==> src/rtl/ihc_pkg.sv <==
// ----------------------------------------------------------------------------
// ihc_pkg
// Item types and character constants for the IPv4-or-hostname classifier.
// ----------------------------------------------------------------------------
package ihc_pkg;

    // One byte of a target name
    typedef struct packed {
        logic [7:0] char_code;
        logic       last_char;
    } char_item_t;

    // One verdict per name
    typedef struct packed {
        logic [1:0]  verdict;
        logic [31:0] ipv4_address;
    } result_item_t;

    // Verdict codes
    localparam logic [1:0] VERDICT_IPV4_OK  = 2'd0;
    localparam logic [1:0] VERDICT_IPV4_BAD = 2'd1;
    localparam logic [1:0] VERDICT_HOST_OK  = 2'd2;
    localparam logic [1:0] VERDICT_INVALID  = 2'd3;

    // Syntax limits
    localparam logic [7:0] MAX_NAME_LEN  = 8'd253;
    localparam logic [6:0] MAX_LABEL_LEN = 7'd63;
    localparam logic [2:0] QUAD_DOTS     = 3'd3;

    // Saturation points of the running counters
    localparam logic [7:0] NAME_LEN_SAT  = 8'd255;
    localparam logic [6:0] LABEL_LEN_SAT = 7'd127;
    localparam logic [2:0] DOT_SAT       = 3'd7;
    localparam logic [1:0] DIGIT_SAT     = 2'd3;

    // Character codes
    localparam logic [7:0] CHAR_DOT    = 8'h2E;
    localparam logic [7:0] CHAR_HYPHEN = 8'h2D;
    localparam logic [7:0] CHAR_ZERO   = 8'h30;
    localparam logic [7:0] CHAR_NINE   = 8'h39;
    localparam logic [7:0] CHAR_UPPER_A = 8'h41;
    localparam logic [7:0] CHAR_UPPER_Z = 8'h5A;
    localparam logic [7:0] CHAR_LOWER_A = 8'h61;
    localparam logic [7:0] CHAR_LOWER_Z = 8'h7A;

endpackage

==> src/rtl/ipv4_or_hostname_classifier.sv <==
// ----------------------------------------------------------------------------
// ipv4_or_hostname_classifier
// Streams a target name in byte by byte and classifies it as a dotted-quad
// IPv4 address, a malformed IPv4 literal, a valid hostname or an invalid name.
// ----------------------------------------------------------------------------
// Usage:
//   char channel   : one byte of the name per item, last_char marks the end.
//   result channel : one item per name, sent after the item with last_char.
//   Each byte updates a small set of running counters and flags held in
//   registers; the verdict is formed in the same cycle as the last byte and
//   lands in the result register.
//   result_valid rises in the cycle after the last byte is accepted.
//   Throughput: one byte per cycle; the next name may start right after the
//   last byte of the previous one. The rate is set by the result register:
//   a byte is taken while the register is empty or being drained.
//   Stall: while a verdict sits unaccepted in the result register, char_ready
//   is low and no byte is taken; bytes and verdicts are never lost.
//   Reset: all counters and flags clear, the result register empties.
//   ipv4_address reads zero unless the verdict is a valid IPv4 address.
// ----------------------------------------------------------------------------
module ipv4_or_hostname_classifier
    import ihc_pkg::*;
(
    input  logic         clk,
    input  logic         rst_n,
    input  logic         char_valid,
    output logic         char_ready,
    input  char_item_t   char_data,
    output logic         result_valid,
    input  logic         result_ready,
    output result_item_t result_data
);

    // Running state
    logic [7:0]  name_length_reg,      name_length_next;
    logic [6:0]  label_length_reg,     label_length_next;
    logic [7:0]  previous_char_reg,    previous_char_next;
    logic        first_is_digit_reg,   first_is_digit_next;
    logic [2:0]  dot_count_reg,        dot_count_next;
    logic        letter_since_dot_reg, letter_since_dot_next;
    logic        hostname_bad_reg,     hostname_bad_next;
    logic        ipv4_bad_reg,         ipv4_bad_next;
    logic [8:0]  octet_value_reg,      octet_value_next;
    logic [1:0]  octet_digits_reg,     octet_digits_next;
    logic [31:0] address_reg,          address_next;

    // Result register
    logic         result_valid_reg, result_valid_next;
    result_item_t result_data_reg,  result_data_next;

    logic        accept;
    logic [7:0]  c;
    logic        is_digit;
    logic        is_letter;
    logic [11:0] octet_times_ten;
    logic [11:0] octet_sum;
    logic        ip_ok;
    logic        host_ok;
    logic [31:0] final_address;

    assign char_ready = !result_valid_reg || result_ready;
    assign accept     = char_valid && char_ready;
    assign c          = char_data.char_code;

    assign is_digit  = (c >= CHAR_ZERO) && (c <= CHAR_NINE);
    assign is_letter = ((c >= CHAR_UPPER_A) && (c <= CHAR_UPPER_Z)) ||
                       ((c >= CHAR_LOWER_A) && (c <= CHAR_LOWER_Z));

    // value*10 + digit, as two shifted adds
    assign octet_times_ten = {octet_value_reg, 3'b000} + {2'b00, octet_value_reg, 1'b0};
    assign octet_sum       = octet_times_ten + {8'd0, c[3:0]};

    // Per-byte update of the counters and flags
    always_comb
    begin
        name_length_next      = name_length_reg;
        label_length_next     = label_length_reg;
        first_is_digit_next   = first_is_digit_reg;
        dot_count_next        = dot_count_reg;
        letter_since_dot_next = letter_since_dot_reg;
        hostname_bad_next     = hostname_bad_reg;
        ipv4_bad_next         = ipv4_bad_reg;
        octet_value_next      = octet_value_reg;
        octet_digits_next     = octet_digits_reg;
        address_next          = address_reg;
        previous_char_next    = c;

        if (name_length_reg == 8'd0)
        begin
            first_is_digit_next = is_digit;
        end
        if (name_length_reg != NAME_LEN_SAT)
        begin
            name_length_next = name_length_reg + 8'd1;
        end

        if (c == CHAR_DOT)
        begin
            // close a label and an octet
            if ((label_length_reg == 7'd0) || (label_length_reg > MAX_LABEL_LEN) ||
                (previous_char_reg == CHAR_HYPHEN))
            begin
                hostname_bad_next = 1'b1;
            end
            label_length_next     = 7'd0;
            letter_since_dot_next = 1'b0;
            if ((octet_digits_reg == 2'd0) || (dot_count_reg >= QUAD_DOTS))
            begin
                ipv4_bad_next = 1'b1;
            end
            address_next      = {address_reg[23:0], octet_value_reg[7:0]};
            octet_value_next  = 9'd0;
            octet_digits_next = 2'd0;
            if (dot_count_reg != DOT_SAT)
            begin
                dot_count_next = dot_count_reg + 3'd1;
            end
        end
        else if (c == CHAR_HYPHEN)
        begin
            if (label_length_reg == 7'd0)
            begin
                hostname_bad_next = 1'b1;
            end
            if (label_length_reg != LABEL_LEN_SAT)
            begin
                label_length_next = label_length_reg + 7'd1;
            end
            ipv4_bad_next = 1'b1;
        end
        else if (is_digit || is_letter)
        begin
            if (label_length_reg != LABEL_LEN_SAT)
            begin
                label_length_next = label_length_reg + 7'd1;
            end
            if (is_letter)
            begin
                letter_since_dot_next = 1'b1;
                ipv4_bad_next         = 1'b1;
            end
            else
            begin
                // leading zero, or octet over 255
                if ((octet_digits_reg != 2'd0) && (octet_value_reg == 9'd0))
                begin
                    ipv4_bad_next = 1'b1;
                end
                if (octet_sum > 12'd255)
                begin
                    ipv4_bad_next = 1'b1;
                end
                else
                begin
                    octet_value_next = octet_sum[8:0];
                end
                if (octet_digits_reg != DIGIT_SAT)
                begin
                    octet_digits_next = octet_digits_reg + 2'd1;
                end
            end
        end
        else
        begin
            hostname_bad_next = 1'b1;
            ipv4_bad_next     = 1'b1;
        end
    end

    // Verdict from the state after the last byte
    assign ip_ok = !ipv4_bad_next && (octet_digits_next != 2'd0) &&
                   (dot_count_next == QUAD_DOTS);
    assign host_ok = !hostname_bad_next && (name_length_next <= MAX_NAME_LEN) &&
                     (label_length_next != 7'd0) && (label_length_next <= MAX_LABEL_LEN) &&
                     (c != CHAR_HYPHEN) &&
                     !((dot_count_next != 3'd0) && !letter_since_dot_next);
    assign final_address = {address_next[23:0], octet_value_next[7:0]};

    always_comb
    begin
        result_data_next.ipv4_address = 32'd0;
        if (ip_ok)
        begin
            result_data_next.verdict      = VERDICT_IPV4_OK;
            result_data_next.ipv4_address = final_address;
        end
        else if ((dot_count_next == QUAD_DOTS) && first_is_digit_next && is_digit)
        begin
            result_data_next.verdict = VERDICT_IPV4_BAD;
        end
        else if (host_ok)
        begin
            result_data_next.verdict = VERDICT_HOST_OK;
        end
        else
        begin
            result_data_next.verdict = VERDICT_INVALID;
        end
    end

    // Result register load / drain
    always_comb
    begin
        result_valid_next = result_valid_reg;
        if (result_valid_reg && result_ready)
        begin
            result_valid_next = 1'b0;
        end
        if (accept && char_data.last_char)
        begin
            result_valid_next = 1'b1;
        end
    end

    // State registers; the running counters and flags clear after the last byte
    always_ff @(posedge clk or negedge rst_n)
    begin
        if (!rst_n)
        begin
            name_length_reg      <= 8'd0;
            label_length_reg     <= 7'd0;
            previous_char_reg    <= 8'd0;
            first_is_digit_reg   <= 1'b0;
            dot_count_reg        <= 3'd0;
            letter_since_dot_reg <= 1'b0;
            hostname_bad_reg     <= 1'b0;
            ipv4_bad_reg         <= 1'b0;
            octet_value_reg      <= 9'd0;
            octet_digits_reg     <= 2'd0;
            address_reg          <= 32'd0;
            result_valid_reg     <= 1'b0;
        end
        else
        begin
            result_valid_reg <= result_valid_next;
            if (accept)
            begin
                if (char_data.last_char)
                begin
                    name_length_reg      <= 8'd0;
                    label_length_reg     <= 7'd0;
                    previous_char_reg    <= 8'd0;
                    first_is_digit_reg   <= 1'b0;
                    dot_count_reg        <= 3'd0;
                    letter_since_dot_reg <= 1'b0;
                    hostname_bad_reg     <= 1'b0;
                    ipv4_bad_reg         <= 1'b0;
                    octet_value_reg      <= 9'd0;
                    octet_digits_reg     <= 2'd0;
                    address_reg          <= 32'd0;
                end
                else
                begin
                    name_length_reg      <= name_length_next;
                    label_length_reg     <= label_length_next;
                    previous_char_reg    <= previous_char_next;
                    first_is_digit_reg   <= first_is_digit_next;
                    dot_count_reg        <= dot_count_next;
                    letter_since_dot_reg <= letter_since_dot_next;
                    hostname_bad_reg     <= hostname_bad_next;
                    ipv4_bad_reg         <= ipv4_bad_next;
                    octet_value_reg      <= octet_value_next;
                    octet_digits_reg     <= octet_digits_next;
                    address_reg          <= address_next;
                end
            end
        end
    end

    // Result payload, no reset needed
    always_ff @(posedge clk)
    begin
        if (accept && char_data.last_char)
        begin
            result_data_reg <= result_data_next;
        end
    end

    assign result_valid = result_valid_reg;
    assign result_data  = result_data_reg;

`ifndef SYNTHESIS
    // address is only reported with a valid IPv4 verdict
    assert property (@(posedge clk) disable iff (!rst_n)
        (result_valid && (result_data.verdict != VERDICT_IPV4_OK)) |->
        (result_data.ipv4_address == 32'd0))
        else $error("ipv4_address nonzero without IPv4 verdict");

    // last byte always produces a verdict next cycle
    assert property (@(posedge clk) disable iff (!rst_n)
        (accept && char_data.last_char) |=> result_valid)
        else $error("missing verdict after last byte");

    // a middle byte never creates a verdict
    assert property (@(posedge clk) disable iff (!rst_n)
        (accept && !char_data.last_char) |=> !result_valid)
        else $error("verdict produced by a middle byte");

    // state is cleared once a name is finished
    assert property (@(posedge clk) disable iff (!rst_n)
        (accept && char_data.last_char) |=>
        ((name_length_reg == 8'd0) && (dot_count_reg == 3'd0) && (address_reg == 32'd0)))
        else $error("state not cleared after last byte");
`endif

endmodule

==> config.mk <==
export PLATFORM = sky130hd
export DESIGN_NAME = ipv4_or_hostname_classifier
export DESIGN_NICKNAME = d
export VERILOG_FILES = /design/src/rtl/ihc_pkg.sv /design/src/rtl/ipv4_or_hostname_classifier.sv
export SDC_FILE = /design/constraint.sdc
export NUM_CORES = 1
export LEC_CHECK = 0
export ABC_AREA = 1
export ABC_CLOCK_PERIOD_IN_PS = 3600
export BUFFER_PORTS_ARGS = -buffer_cell sky130_fd_sc_hd__buf_2
export CAP_MARGIN = 20
export CORE_UTILIZATION = 40
export CTS_CLUSTER_DIAMETER = 150
export DETAILED_ROUTE_END_ITERATION = 10
export GPL_ROUTABILITY_DRIVEN = 1
export PLACE_DENSITY_LB_ADDON = 0.12
export SLEW_MARGIN = 20
export SYNTH_ARGS = -nofsm -noshare
export SYNTH_HDL_FRONTEND = slang
export SYNTH_SLANG_ARGS = --single-unit
export TNS_END_PERCENT = 5
==> constraint.sdc <==
create_clock -name clk -period 3.6 [get_ports clk]
set_input_delay 0.18 -clock clk [delete_from_list [all_inputs] [get_ports clk]]
set_output_delay 0.18 -clock clk [all_outputs]
set_load 0.02 [all_outputs]
# Word level (Yosys, flattened, before mapping)
# Index checks and enable logic that the tools add are counted.
# totals
register_bits	100
in_bits	13
output_inout_bits	36
word_cells	135
# op_classes
add_sub_neg	6
n_lt_le_gt_ge	11
eq_ne	12
n_mux	50
reduce_logical	40
# ops
cell	count
$mux 9	6
$mux 24	2
$mux 7	5
$mux 1	25
$eq 8x6->1 const B	3
$mux 8	3
$logic_and 1x1->1	17
$ge 8x7->1 const B	2
$le 8x7->1 const B	2
$add 12x10->12	1
$add 12x4->12	1
$gt 12x8->1 const B	1
$mux 2	6
$logic_not 9->1	1
$mux 3	3
$ne 3x3->1 const B	3
$add 8x1->8 const B	1
$ge 8x6->1 const B	1
$le 8x6->1 const B	1
$le 8x8->1 const B	1
$logic_not 8->1	1
$ne 8x6->1 const B	1
$ne 8x8->1 const B	1
$add 7x1->7 const B	1
18 further kinds	30

# Longest topological paths before layout
# Gate-level depths: netlist of run 1.
# depth
ltp_word	15
mapped_depth	16
mapped_depth_nobuf	16

# Worst setup path after synthesis of run 1
# OpenSTA, ideal clock, no wires.
# synth_timing
kind	reg2reg
startpoint	register result_valid_reg, in the netlist result_valid
endpoint	register result_data_reg, in the netlist result_data[0], enable pin
arrival_time_ns	2.472
t_required_ns	3.173
path_slack_ns	0.701
stages_incl_launch_ff	5
period_less_slack_ns	2.899
cell_sequence	dfrtp_1 -> nand2_1 -> nand2_1 -> clkbuf_1 -> nor2_1
# synth_via
elab_chain_cells	4
# synth_lines
item	line	text
start: declaration	ipv4_or_hostname_classifier.sv:48	logic result_valid_reg, result_valid_next;
start signal: assignment	ipv4_or_hostname_classifier.sv:235	result_valid_reg <= result_valid_next;
$logic_not 1->1	ipv4_or_hostname_classifier.sv:61	assign char_ready = !result_valid_reg || result_ready;
$logic_or 1x1->1	ipv4_or_hostname_classifier.sv:61	
named net char_ready	ipv4_or_hostname_classifier.sv:27	output logic char_ready,
$logic_and 1x1->1	ipv4_or_hostname_classifier.sv:62	assign accept = char_valid && char_ready;
$logic_and 1x1->1	ipv4_or_hostname_classifier.sv:273	if (accept && char_data.last_char)
end signal: assignment	ipv4_or_hostname_classifier.sv:275	result_data_reg <= result_data_next;
end: declaration	ipv4_or_hostname_classifier.sv:49	result_item_t result_data_reg, result_data_next;
# The timed path passes the listed nets, and every way through them passes these cells.
# A chain may end at the register's enable or synchronous reset.

# Worst setup path after layout of run 1
# layout_timing
startpoint	register octet_value_reg[0]
endpoint	register result_data_reg, in the netlist result_data[13], data pin
# layout_via
elab_chain_cells	11
word_cells_on_any_way	14
cone_classes	2 x add/sub; 1 x order compare; 6 x mux; 5 x reduce/logical
# layout_lines
item	line	text
start: declaration	ipv4_or_hostname_classifier.sv:43	logic [8:0] octet_value_reg, octet_value_next;
start signal: assignment	ipv4_or_hostname_classifier.sv:262	octet_value_reg <= octet_value_next;
$add 12x10->12 or $logic_not 9->1 (tied branches)	ipv4_or_hostname_classifier.sv:70, ipv4_or_hostname_classifier.sv:145	
$add 12x4->12 or $logic_and 1x1->1 (tied branches)	ipv4_or_hostname_classifier.sv:71, ipv4_or_hostname_classifier.sv:145	
$gt 12x8->1 or $mux 1 (tied branches)	ipv4_or_hostname_classifier.sv:149, ipv4_or_hostname_classifier.sv:145	
$mux 1 *	ipv4_or_hostname_classifier.sv:149	if (octet_sum > 12'd255)
$mux 1 *	ipv4_or_hostname_classifier.sv:137	if (is_letter)
$mux 1 *	ipv4_or_hostname_classifier.sv:131	else if (is_digit || is_letter)
$mux 1 *	ipv4_or_hostname_classifier.sv:119	else if (c == CHAR_HYPHEN)
$mux 1 *	ipv4_or_hostname_classifier.sv:97	if (c == CHAR_DOT)
$logic_not 1->1 *	ipv4_or_hostname_classifier.sv:171	assign ip_ok = !ipv4_bad_next && (octet_digits_next != 2'd0) &&
$logic_and 1x1->1 * (2 in a row)	ipv4_or_hostname_classifier.sv:171	
# Every way passes the cells marked *; elsewhere a longest branch is shown, timed or not.

==> impl_metrics.prom, run 1 <==
# TYPE chip_impl_metric gauge
chip_impl_info{name="path_cells",value="fa_1, fa_1, nand3_1, nand2_1, nand2_1, o21ai_0, xnor2_1, nand4_1, a21oi_4, inv_2, nor2_1"} 1
chip_impl_info{name="postSynth.topFlopCell",value="sky130_fd_sc_hd__dfrtp_1"} 1
chip_impl_metric{name="largest_net_degree_at_the_start_of_global_routing",unit=""} 61
chip_impl_metric{name="proportion_of_power_drawn_by_combinational_gates",unit="%"} 14.3
chip_impl_metric{name="number_of_flops_mapped_to_enable_cells_by_yosys",unit=""} 34
chip_impl_metric{name="swShare",unit="%"} 28.20
chip_impl_metric{name="global_route.overflow_total",unit=""} 0
chip_impl_info{name="critPathKind",value="reg2reg"} 1
chip_impl_info{name="cts_tree",value="yes"} 1
chip_impl_metric{name="setup_viol",unit=""} 0
chip_impl_metric{name="io_pins",unit=""} 49
chip_impl_metric{name="stdcell_area",unit="um^2"} 6252
chip_impl_metric{name="dr.pass1.iters",unit=""} 6
chip_impl_metric{name="pwr-share-clk",unit="%"} 35.9
chip_impl_metric{name="cts-htree-levels",unit=""} 3
chip_impl_metric{name="final_weighted_congestion_in_routability_driven_placement",unit=""} 0.8866
chip_impl_metric{name="timing_worst_slew_pin_value",unit="ns"} 0.9075
chip_impl_metric{name="insertion_delay_to_the_later_sink_of_the_worst_skew_pair",unit="ns"} 0.36
chip_impl_metric{name="final.period_utilization",unit="%"} 90.97
chip_impl_metric{name="max_clock_freq",unit="GHz"} 0.3054
chip_impl_metric{name="timing.final.hold_violations",unit=""} 0
chip_impl_info{name="most_common_cell_in_the_netlist",value="sky130_fd_sc_hd__nand2_1"} 1
chip_impl_info{name="cpMaxStageDelayCell",value="sky130_fd_sc_hd__fa_1"} 1
chip_impl_metric{name="die_area",unit="um^2"} 14350
chip_impl_metric{name="ys_warn_count",unit=""} 0
chip_impl_info{name="critical_path.endpoint_type",value="register"} 1
chip_impl_metric{name="tritoncts_num_sinks",unit=""} 100
chip_impl_metric{name="power_density_normalized_to_cell_area",unit="nW/um^2"} 407.8
chip_impl_metric{name="slowest_delay",unit="ns"} 0.53
chip_impl_info{name="status",value="finished, final reports clean"} 1
chip_impl_metric{name="post_synthesis_net_count",unit=""} 701
chip_impl_metric{name="critPathBufInv",unit=""} 1
chip_impl_metric{name="clock_transition_at_the_register_clock_pins_on_the_worst_setup_and_hold_paths_after_cts",unit="ns"} 0.07
chip_impl_metric{name="number_of_cells_on_the_worst_hold_path",unit=""} 4
chip_impl_metric{name="power.share.sequential",unit="%"} 49.8
chip_impl_metric{name="core",unit="um^2"} 13400
chip_impl_metric{name="internal-power",unit="mW"} 1.831
chip_impl_metric{name="ys_ff_latch",unit=""} 100
chip_impl_info{name="cpLargestDelayFamily",value="adder cells"} 1
chip_impl_metric{name="cts.path.max_buffers",unit=""} 2
chip_impl_metric{name="first_pass_grt_wire_length",unit="um"} 21400
chip_impl_info{name="post_synth_main_area_contributors",value="sky130_fd_sc_hd__dfrtp_1, sky130_fd_sc_hd__edfxtp_1, sky130_fd_sc_hd__nand2_1"} 1
chip_impl_metric{name="drt.antenna.violating_nets",unit=""} 0
chip_impl_info{name="synth.top_cells.by_count",value="sky130_fd_sc_hd__nand2_1, sky130_fd_sc_hd__inv_1, sky130_fd_sc_hd__dfrtp_1, sky130_fd_sc_hd__o21ai_0, sky130_fd_sc_hd__nor2_1"} 1
chip_impl_metric{name="slew_headroom",unit="%"} 39.35
chip_impl_metric{name="layout-area-overhead-vs-synth",unit="%"} 12.65
chip_impl_metric{name="floorplan_row_count",unit=""} 42
chip_impl_metric{name="timing.setup.tns",unit="ns"} 0
chip_impl_info{name="rsz0062_at_grt",value="no"} 1
chip_impl_metric{name="largest_register_ffs",unit=""} 34
chip_impl_metric{name="power.net_switching",unit="mW"} 0.7190
chip_impl_metric{name="reg2regPathDepth",unit=""} 11
chip_impl_metric{name="diodes",unit=""} 0
chip_impl_metric{name="nets",unit=""} 746
chip_impl_metric{name="die_height",unit="um"} 119.8
chip_impl_metric{name="synth_largest_type_area_fraction",unit="%"} 29.76
chip_impl_metric{name="syn-mean-instance-area",unit="um^2"} 8.359
chip_impl_metric{name="start_util",unit="%"} 41.42
chip_impl_info{name="cts_root_buf",value="sky130_fd_sc_hd__clkbuf_16"} 1
chip_impl_metric{name="power.static_leakage",unit="nW"} 3.034
chip_impl_metric{name="globalRouteTotalUtil",unit="%"} 19.27
chip_impl_metric{name="total_cts_buffers",unit=""} 9
chip_impl_metric{name="max_cap_viol_count",unit=""} 0
chip_impl_metric{name="placedInstanceArea",unit="um^2"} 5961
chip_impl_metric{name="drive_above_1_share",unit="%"} 15.27
chip_impl_metric{name="period_minus_slack",unit="ns"} 3.275
chip_impl_metric{name="ys_types",unit=""} 37
chip_impl_metric{name="antenna_found_initial",unit=""} 0
chip_impl_metric{name="ir_drop",unit="V"} 0.0002711
chip_impl_metric{name="drt_drc_violations_left",unit=""} 0
chip_impl_metric{name="avgViaCountPerCell",unit=""} 5.136
chip_impl_metric{name="fp.dieW",unit="um"} 119.8
chip_impl_info{name="worst_setup_path_start_kind",value="register"} 1
chip_impl_metric{name="crit_path_max_fanout",unit=""} 32
chip_impl_metric{name="dp_hpwl",unit="um"} 8973
chip_impl_metric{name="routed_wl",unit="um"} 12850
chip_impl_metric{name="ys_async_sr_fraction",unit="%"} 66.00
chip_impl_metric{name="port-buffer-count",unit=""} 48
chip_impl_metric{name="drt_iter0_drc",unit=""} 284
chip_impl_metric{name="synthCells",unit=""} 664
chip_impl_metric{name="total_power",unit="mW"} 2.550
chip_impl_metric{name="critical_path_required",unit="ns"} 3.80
chip_impl_metric{name="mappedNetlistArea",unit="um^2"} 5550
chip_impl_info{name="hp-class",value="in2reg"} 1
chip_impl_metric{name="worst_clock_skew",unit="ns"} 0.007750
chip_impl_metric{name="final.hold.worst_slack",unit="ns"} 0.1493
chip_impl_metric{name="max_slew_vio_count",unit=""} 0
chip_impl_metric{name="crit_arrival",unit="ns"} 3.47
chip_impl_metric{name="dr_total_vias",unit=""} 4571
chip_impl_metric{name="routed_len_inst",unit="um"} 14.44
chip_impl_metric{name="post_cts_buffers",unit=""} 0
chip_impl_info{name="yosys.area.top_type",value="sky130_fd_sc_hd__dfrtp_1"} 1
chip_impl_metric{name="post_synthesis_sequential_area_ratio",unit="%"} 48.15
chip_impl_metric{name="cp.depth",unit=""} 11
chip_impl_metric{name="vias_in_the_first_global_route",unit=""} 4447
placed cells by master (no fill, tap or decap), types with 2 or more instances in the layout:
| cell type | netlist | final |
|---|---|---|
| sky130_fd_sc_hd__o21ai_2 | 2 | 2 |
| sky130_fd_sc_hd__a31oi_1 | 4 | 4 |
| sky130_fd_sc_hd__o211ai_1 | 2 | 2 |
| sky130_fd_sc_hd__buf_4 | 0 | 8 |
| sky130_fd_sc_hd__inv_6 | 0 | 2 |
| sky130_fd_sc_hd__fa_1 | 2 | 2 |
| sky130_fd_sc_hd__clkbuf_1 | 18 | 2 |
| sky130_fd_sc_hd__inv_2 | 6 | 6 |
| sky130_fd_sc_hd__nor2_2 | 22 | 22 |
| sky130_fd_sc_hd__xor2_1 | 8 | 8 |
| sky130_fd_sc_hd__dfrtp_1 | 66 | 66 |
| sky130_fd_sc_hd__nand3_1 | 35 | 34 |
| sky130_fd_sc_hd__nor2_4 | 1 | 2 |
| sky130_fd_sc_hd__o21ai_0 | 54 | 54 |
| sky130_fd_sc_hd__nand3b_1 | 4 | 4 |
| sky130_fd_sc_hd__nor3_1 | 7 | 7 |
| sky130_fd_sc_hd__a22o_1 | 3 | 3 |
| sky130_fd_sc_hd__xnor2_1 | 3 | 3 |
| sky130_fd_sc_hd__buf_2 | 1 | 48 |
| sky130_fd_sc_hd__ha_1 | 22 | 22 |
| sky130_fd_sc_hd__nand4_1 | 13 | 13 |
| sky130_fd_sc_hd__clkinv_4 | 0 | 3 |
| sky130_fd_sc_hd__edfxtp_1 | 34 | 34 |
| sky130_fd_sc_hd__nand2_2 | 2 | 2 |
| sky130_fd_sc_hd__o22ai_1 | 39 | 39 |
| sky130_fd_sc_hd__a21oi_1 | 19 | 19 |
| sky130_fd_sc_hd__nand2_1 | 142 | 142 |
| sky130_fd_sc_hd__inv_1 | 89 | 89 |
| sky130_fd_sc_hd__clkbuf_16 | 0 | 9 |
| sky130_fd_sc_hd__nor2_1 | 50 | 49 |
| sky130_fd_sc_hd__a21o_1 | 3 | 3 |
power groups by stage:
stage	registers (mW)	clock network (mW)	logic [mW]
2_1_floorplan	1.30	0	0.232
3_3_place_gp	1.29	0	0.356
3_5_place_dp	1.29	0	0.361
4_1_cts	1.27	0.944	0.364
5_1_grt	1.28	0.985	0.412
6_report	1.27	0.916	0.363
worst min-delay path, stage by stage:
cell and delay (ns):
sky130_fd_sc_hd__buf_2 0.08, sky130_fd_sc_hd__inv_1 0.03, sky130_fd_sc_hd__nand2_1 0.08, sky130_fd_sc_hd__o21ai_0 0.08
worst paths after layout:
| check | from | to | slack (ns) |
|---|---|---|---|
| min reg2reg | previous_char_reg[4]$_DFFE_PN0P_ | previous_char_reg[4]$_DFFE_PN0P_ | 0.49 |
| min in group asynchronous | rst_n | previous_char_reg[7]$_DFFE_PN0P_ | 0.45 |
| min | result_ready | result_valid$_DFFE_PN0P_ | 0.15 |
| max reg2reg | octet_value_reg[0]$_DFFE_PN0P_ | result_data[13]$_SDFFCE_PN0P_ | 0.33 |
| max in group asynchronous | rst_n | first_is_digit_reg$_DFFE_PN0P_ | 2.36 |
| max | octet_value_reg[0]$_DFFE_PN0P_ | result_data[13]$_SDFFCE_PN0P_ | 0.33 |
metal layers:
layer | GRT usage [%] | routed length (um)
met5 | 0 | 0
met4 | 7.109 | 177
met3 | 4.610 | 524
met2 | 31.50 | 6064
met1 | 24.75 | 6084
what timing repair did:
item,4_1_cts,5_1_grt
gates resized for setup,0,1
endpoints found under the setup margin,0,5
hold buffers,1,0
hold endpoints to repair,29,0
stage by stage:
step           cells  util (%)  setup WS [ns]
2_1_floorplan    664         -         0.7014
3_3_place_gp     873     44.48         0.3895
3_5_place_dp     873     44.48         0.2428
4_1_cts          890     46.62         0.2246
5_1_grt          890     46.66        0.01319
6_report         890     46.66         0.3251
cell type report:
type / instances / area [um^2]
Tap cell: 176 / 220.2
Inverter: 96 / 360.3
Timing Repair Buffer: 57 / 310.3
Clock buffer: 11 / 232.7
Sequential cell: 100 / 2673
Clock inverter: 5 / 43.79
Multi-Input combinational cell: 445 / 2412
Fill cell: 1299 / 7148
cells by family (layout without fill, tap and decap cells):
group / after synthesis / after routing / share of synthesized area, %
DFF: 100 / 100 / 48.15
AOI/OAI and AO/OA: 131 / 131 / 13.73
buffers and inverters: 119 / 169 / 8.611
and+or+nand+nor: 279 / 279 / 22.09
adders and majority gates: 24 / 24 / 5.681
xor gates and xnor gates: 11 / 11 / 1.736
Power figures use the tool's default switching activity.
==> run 2: changes to the inputs <==
MAX_ROUTING_LAYER = met4   (was unset)
==> run 2 against run 1 <==
Compared with the run above:
- sequential power about the same
- combinational power hardly changed
- register-to-register slack about the same
- global-route usage up 0.55 points
- first-iteration DRC count decreased by 2.5%
- hold slack better by 0.00091 ns
- critical endpoint unchanged
- largest cell class unchanged
==> impl_metrics.prom, run 2 (synthesis gave the netlist of run 1 again) <==
# TYPE chip_impl_metric gauge
chip_impl_info{name="status",value="finished, final reports clean"} 1
chip_impl_metric{name="period_minus_slack",unit="ns"} 3.280
chip_impl_metric{name="largest_register_ffs",unit=""} 34
chip_impl_metric{name="io_pins",unit=""} 49
chip_impl_info{name="timing.critical_path.from",value="octet_value_reg[0]$_DFFE_PN0P_"} 1
chip_impl_info{name="critical_path.endpoint_type",value="register"} 1
chip_impl_metric{name="setup_viol",unit=""} 0
chip_impl_metric{name="die_height",unit="um"} 119.8
chip_impl_metric{name="first_pass_grt_wire_length",unit="um"} 21400
chip_impl_metric{name="vias_in_the_first_global_route",unit=""} 4439
chip_impl_metric{name="cts.path.max_buffers",unit=""} 2
chip_impl_metric{name="pwr-share-clk",unit="%"} 35.9
chip_impl_metric{name="max_clock_freq",unit="GHz"} 0.3049
chip_impl_info{name="mostFrequentLayoutCell",value="sky130_fd_sc_hd__nand2_1"} 1
chip_impl_info{name="rsz0062_at_grt",value="no"} 1
chip_impl_metric{name="diodes",unit=""} 0
chip_impl_metric{name="placedInstanceArea",unit="um^2"} 5961
chip_impl_metric{name="timing.setup.tns",unit="ns"} 0
chip_impl_metric{name="fillCellCount",unit=""} 1299
chip_impl_metric{name="stdcell_area",unit="um^2"} 6252
chip_impl_metric{name="floorplan_row_count",unit=""} 42
chip_impl_metric{name="avgViaCountPerCell",unit=""} 5.139
chip_impl_metric{name="tritoncts_num_sinks",unit=""} 100
chip_impl_metric{name="drt_iter0_drc",unit=""} 277
chip_impl_metric{name="post_cts_buffers",unit=""} 0
chip_impl_metric{name="power_density_normalized_to_cell_area",unit="nW/um^2"} 407.2
chip_impl_metric{name="drive_above_1_share",unit="%"} 15.27
chip_impl_info{name="cts_tree",value="yes"} 1
chip_impl_metric{name="pre_cts_slack",unit="ns"} 0.2428
chip_impl_metric{name="routed_len_inst",unit="um"} 14.44
chip_impl_metric{name="globalRouteTotalUtil",unit="%"} 19.82
chip_impl_info{name="critPathKind",value="reg2reg"} 1
chip_impl_info{name="mostFrequentLayoutCells",value="sky130_fd_sc_hd__nand2_1, sky130_fd_sc_hd__inv_1, sky130_fd_sc_hd__dfrtp_1, sky130_fd_sc_hd__o21ai_0, sky130_fd_sc_hd__nor2_1"} 1
chip_impl_metric{name="power.share.sequential",unit="%"} 49.9
chip_impl_metric{name="finish.utilization",unit="%"} 46.66
chip_impl_info{name="crit-reg2reg-launch",value="octet_value_reg[0]$_DFFE_PN0P_"} 1
chip_impl_metric{name="dr_total_vias",unit=""} 4574
chip_impl_info{name="cts_root_buf",value="sky130_fd_sc_hd__clkbuf_16"} 1
chip_impl_metric{name="clock_transition_at_the_register_clock_pins_on_the_worst_setup_and_hold_paths_after_cts",unit="ns"} 0.07
chip_impl_metric{name="port-buffer-count",unit=""} 48
chip_impl_info{name="worst_setup_path_start_kind",value="register"} 1
chip_impl_metric{name="final_cells",unit=""} 890
chip_impl_info{name="hp-class",value="in2reg"} 1
chip_impl_metric{name="timing.final.hold_violations",unit=""} 0
chip_impl_metric{name="worst_clock_skew",unit="ns"} 0.006385
chip_impl_metric{name="layout-area-overhead-vs-synth",unit="%"} 12.65
chip_impl_metric{name="max_cap_viol_count",unit=""} 0
chip_impl_metric{name="max_slew_vio_count",unit=""} 0
chip_impl_metric{name="insertion_delay_to_the_later_sink_of_the_worst_skew_pair",unit="ns"} 0.35
chip_impl_metric{name="core",unit="um^2"} 13400
chip_impl_metric{name="drt_drc_violations_left",unit=""} 0
chip_impl_metric{name="swShare",unit="%"} 28.09
chip_impl_metric{name="final.hold.worst_slack",unit="ns"} 0.1502
chip_impl_metric{name="crit_arrival",unit="ns"} 3.48
chip_impl_metric{name="cts-htree-levels",unit=""} 3
chip_impl_metric{name="post-place-cells",unit=""} 873
chip_impl_metric{name="fin_ws",unit="ns"} 0.3201
chip_impl_metric{name="antenna_found_initial",unit=""} 0
chip_impl_metric{name="internal-power",unit="mW"} 1.831
chip_impl_metric{name="critical_path_required",unit="ns"} 3.80
chip_impl_metric{name="proportion_of_power_drawn_by_combinational_gates",unit="%"} 14.3
chip_impl_metric{name="global_route.overflow_total",unit=""} 0
chip_impl_metric{name="die_area",unit="um^2"} 14350
chip_impl_info{name="min_delay_startpoint",value="result_ready"} 1
chip_impl_metric{name="nets",unit=""} 746
chip_impl_metric{name="dr.pass1.iters",unit=""} 5
chip_impl_metric{name="start_util",unit="%"} 41.42
chip_impl_metric{name="final.period_utilization",unit="%"} 91.11
chip_impl_metric{name="fp.dieW",unit="um"} 119.8
chip_impl_metric{name="largest_net_degree_at_the_start_of_global_routing",unit=""} 61
chip_impl_metric{name="power.net_switching",unit="mW"} 0.7151
chip_impl_metric{name="total_power",unit="mW"} 2.546
chip_impl_metric{name="crit_path_max_fanout",unit=""} 32
chip_impl_metric{name="timing_worst_slew_pin_value",unit="ns"} 0.9081
chip_impl_metric{name="dp_hpwl",unit="um"} 8973
chip_impl_metric{name="routed_wl",unit="um"} 12850
chip_impl_metric{name="power.static_leakage",unit="nW"} 3.034
chip_impl_metric{name="drt.antenna.violating_nets",unit=""} 0
chip_impl_metric{name="ir_drop",unit="V"} 0.0002693
chip_impl_metric{name="total_cts_buffers",unit=""} 9
chip_impl_metric{name="slew_headroom",unit="%"} 39.31
chip_impl_metric{name="final_weighted_congestion_in_routability_driven_placement",unit=""} 0.9014
==> run 2: what timing repair did <==
action / CTS / global route
endpoints found under the setup margin: 0 / 5
endpoints found under the hold margin: 29 / 0
gates resized for setup: 0 / 1
hold buffers: 1 / 0
==> run 2: final cells by class <==
type / count / area (um^2) / area share (%)
sequential: 100 / 2673 / 42.75
multi-input combinational: 445 / 2412 / 38.58
inverter: 96 / 360.3 / 5.763
timing repair buffer: 57 / 310.3 / 4.963
clock buffer: 11 / 232.7 / 3.722
tap: 176 / 220.2 / 3.522
clock inverter: 5 / 43.79 / 0.7004
==> run 2: worst paths after layout <==
check                                                         to  slack [ns]  depth (start not counted)
worst min-delay path                    result_valid$_DFFE_PN0P_        0.15                          4
max in group asynchronous         first_is_digit_reg$_DFFE_PN0P_        2.37                          3
worst max-delay path               result_data[13]$_SDFFCE_PN0P_        0.32                         11
worst max register to register     result_data[13]$_SDFFCE_PN0P_        0.32                         11
worst min register to register  previous_char_reg[4]$_DFFE_PN0P_        0.49                          2
min in group asynchronous       previous_char_reg[7]$_DFFE_PN0P_        0.46                          2
==> run 2: power by group through the flow <==
stage                     sequential [mW]  clock, mW  combinational (mW)
after floorplan                      1.30          0               0.232
after global placement               1.29          0               0.356
after detailed placement             1.29          0               0.361
after CTS                            1.27      0.944               0.364
after global routing                 1.28      0.986               0.412
final                                1.27      0.913               0.363
==> run 2: critical path: stages (launching register included) <==
cell,delay (ns)
sky130_fd_sc_hd__dfrtp_1,0.45
sky130_fd_sc_hd__fa_1,0.53
sky130_fd_sc_hd__fa_1,0.48
sky130_fd_sc_hd__nand3_1,0.10
sky130_fd_sc_hd__nand2_1,0.08
sky130_fd_sc_hd__nand2_1,0.08
sky130_fd_sc_hd__o21ai_0,0.12
sky130_fd_sc_hd__xnor2_1,0.33
sky130_fd_sc_hd__nand4_1,0.23
sky130_fd_sc_hd__a21oi_4,0.21
sky130_fd_sc_hd__inv_2,0.30
sky130_fd_sc_hd__nor2_1,0.21
==> run 2: metal layers <==
metal  track usage (%)  share of wire, %  vias to the layer above
met5                 -                 0                        -
met4             6.406               1.2                        0
met3             5.038               4.3                       14
met2             31.58                47                      102
met1             24.66                47                     2147
li1                  -                 -                     2311
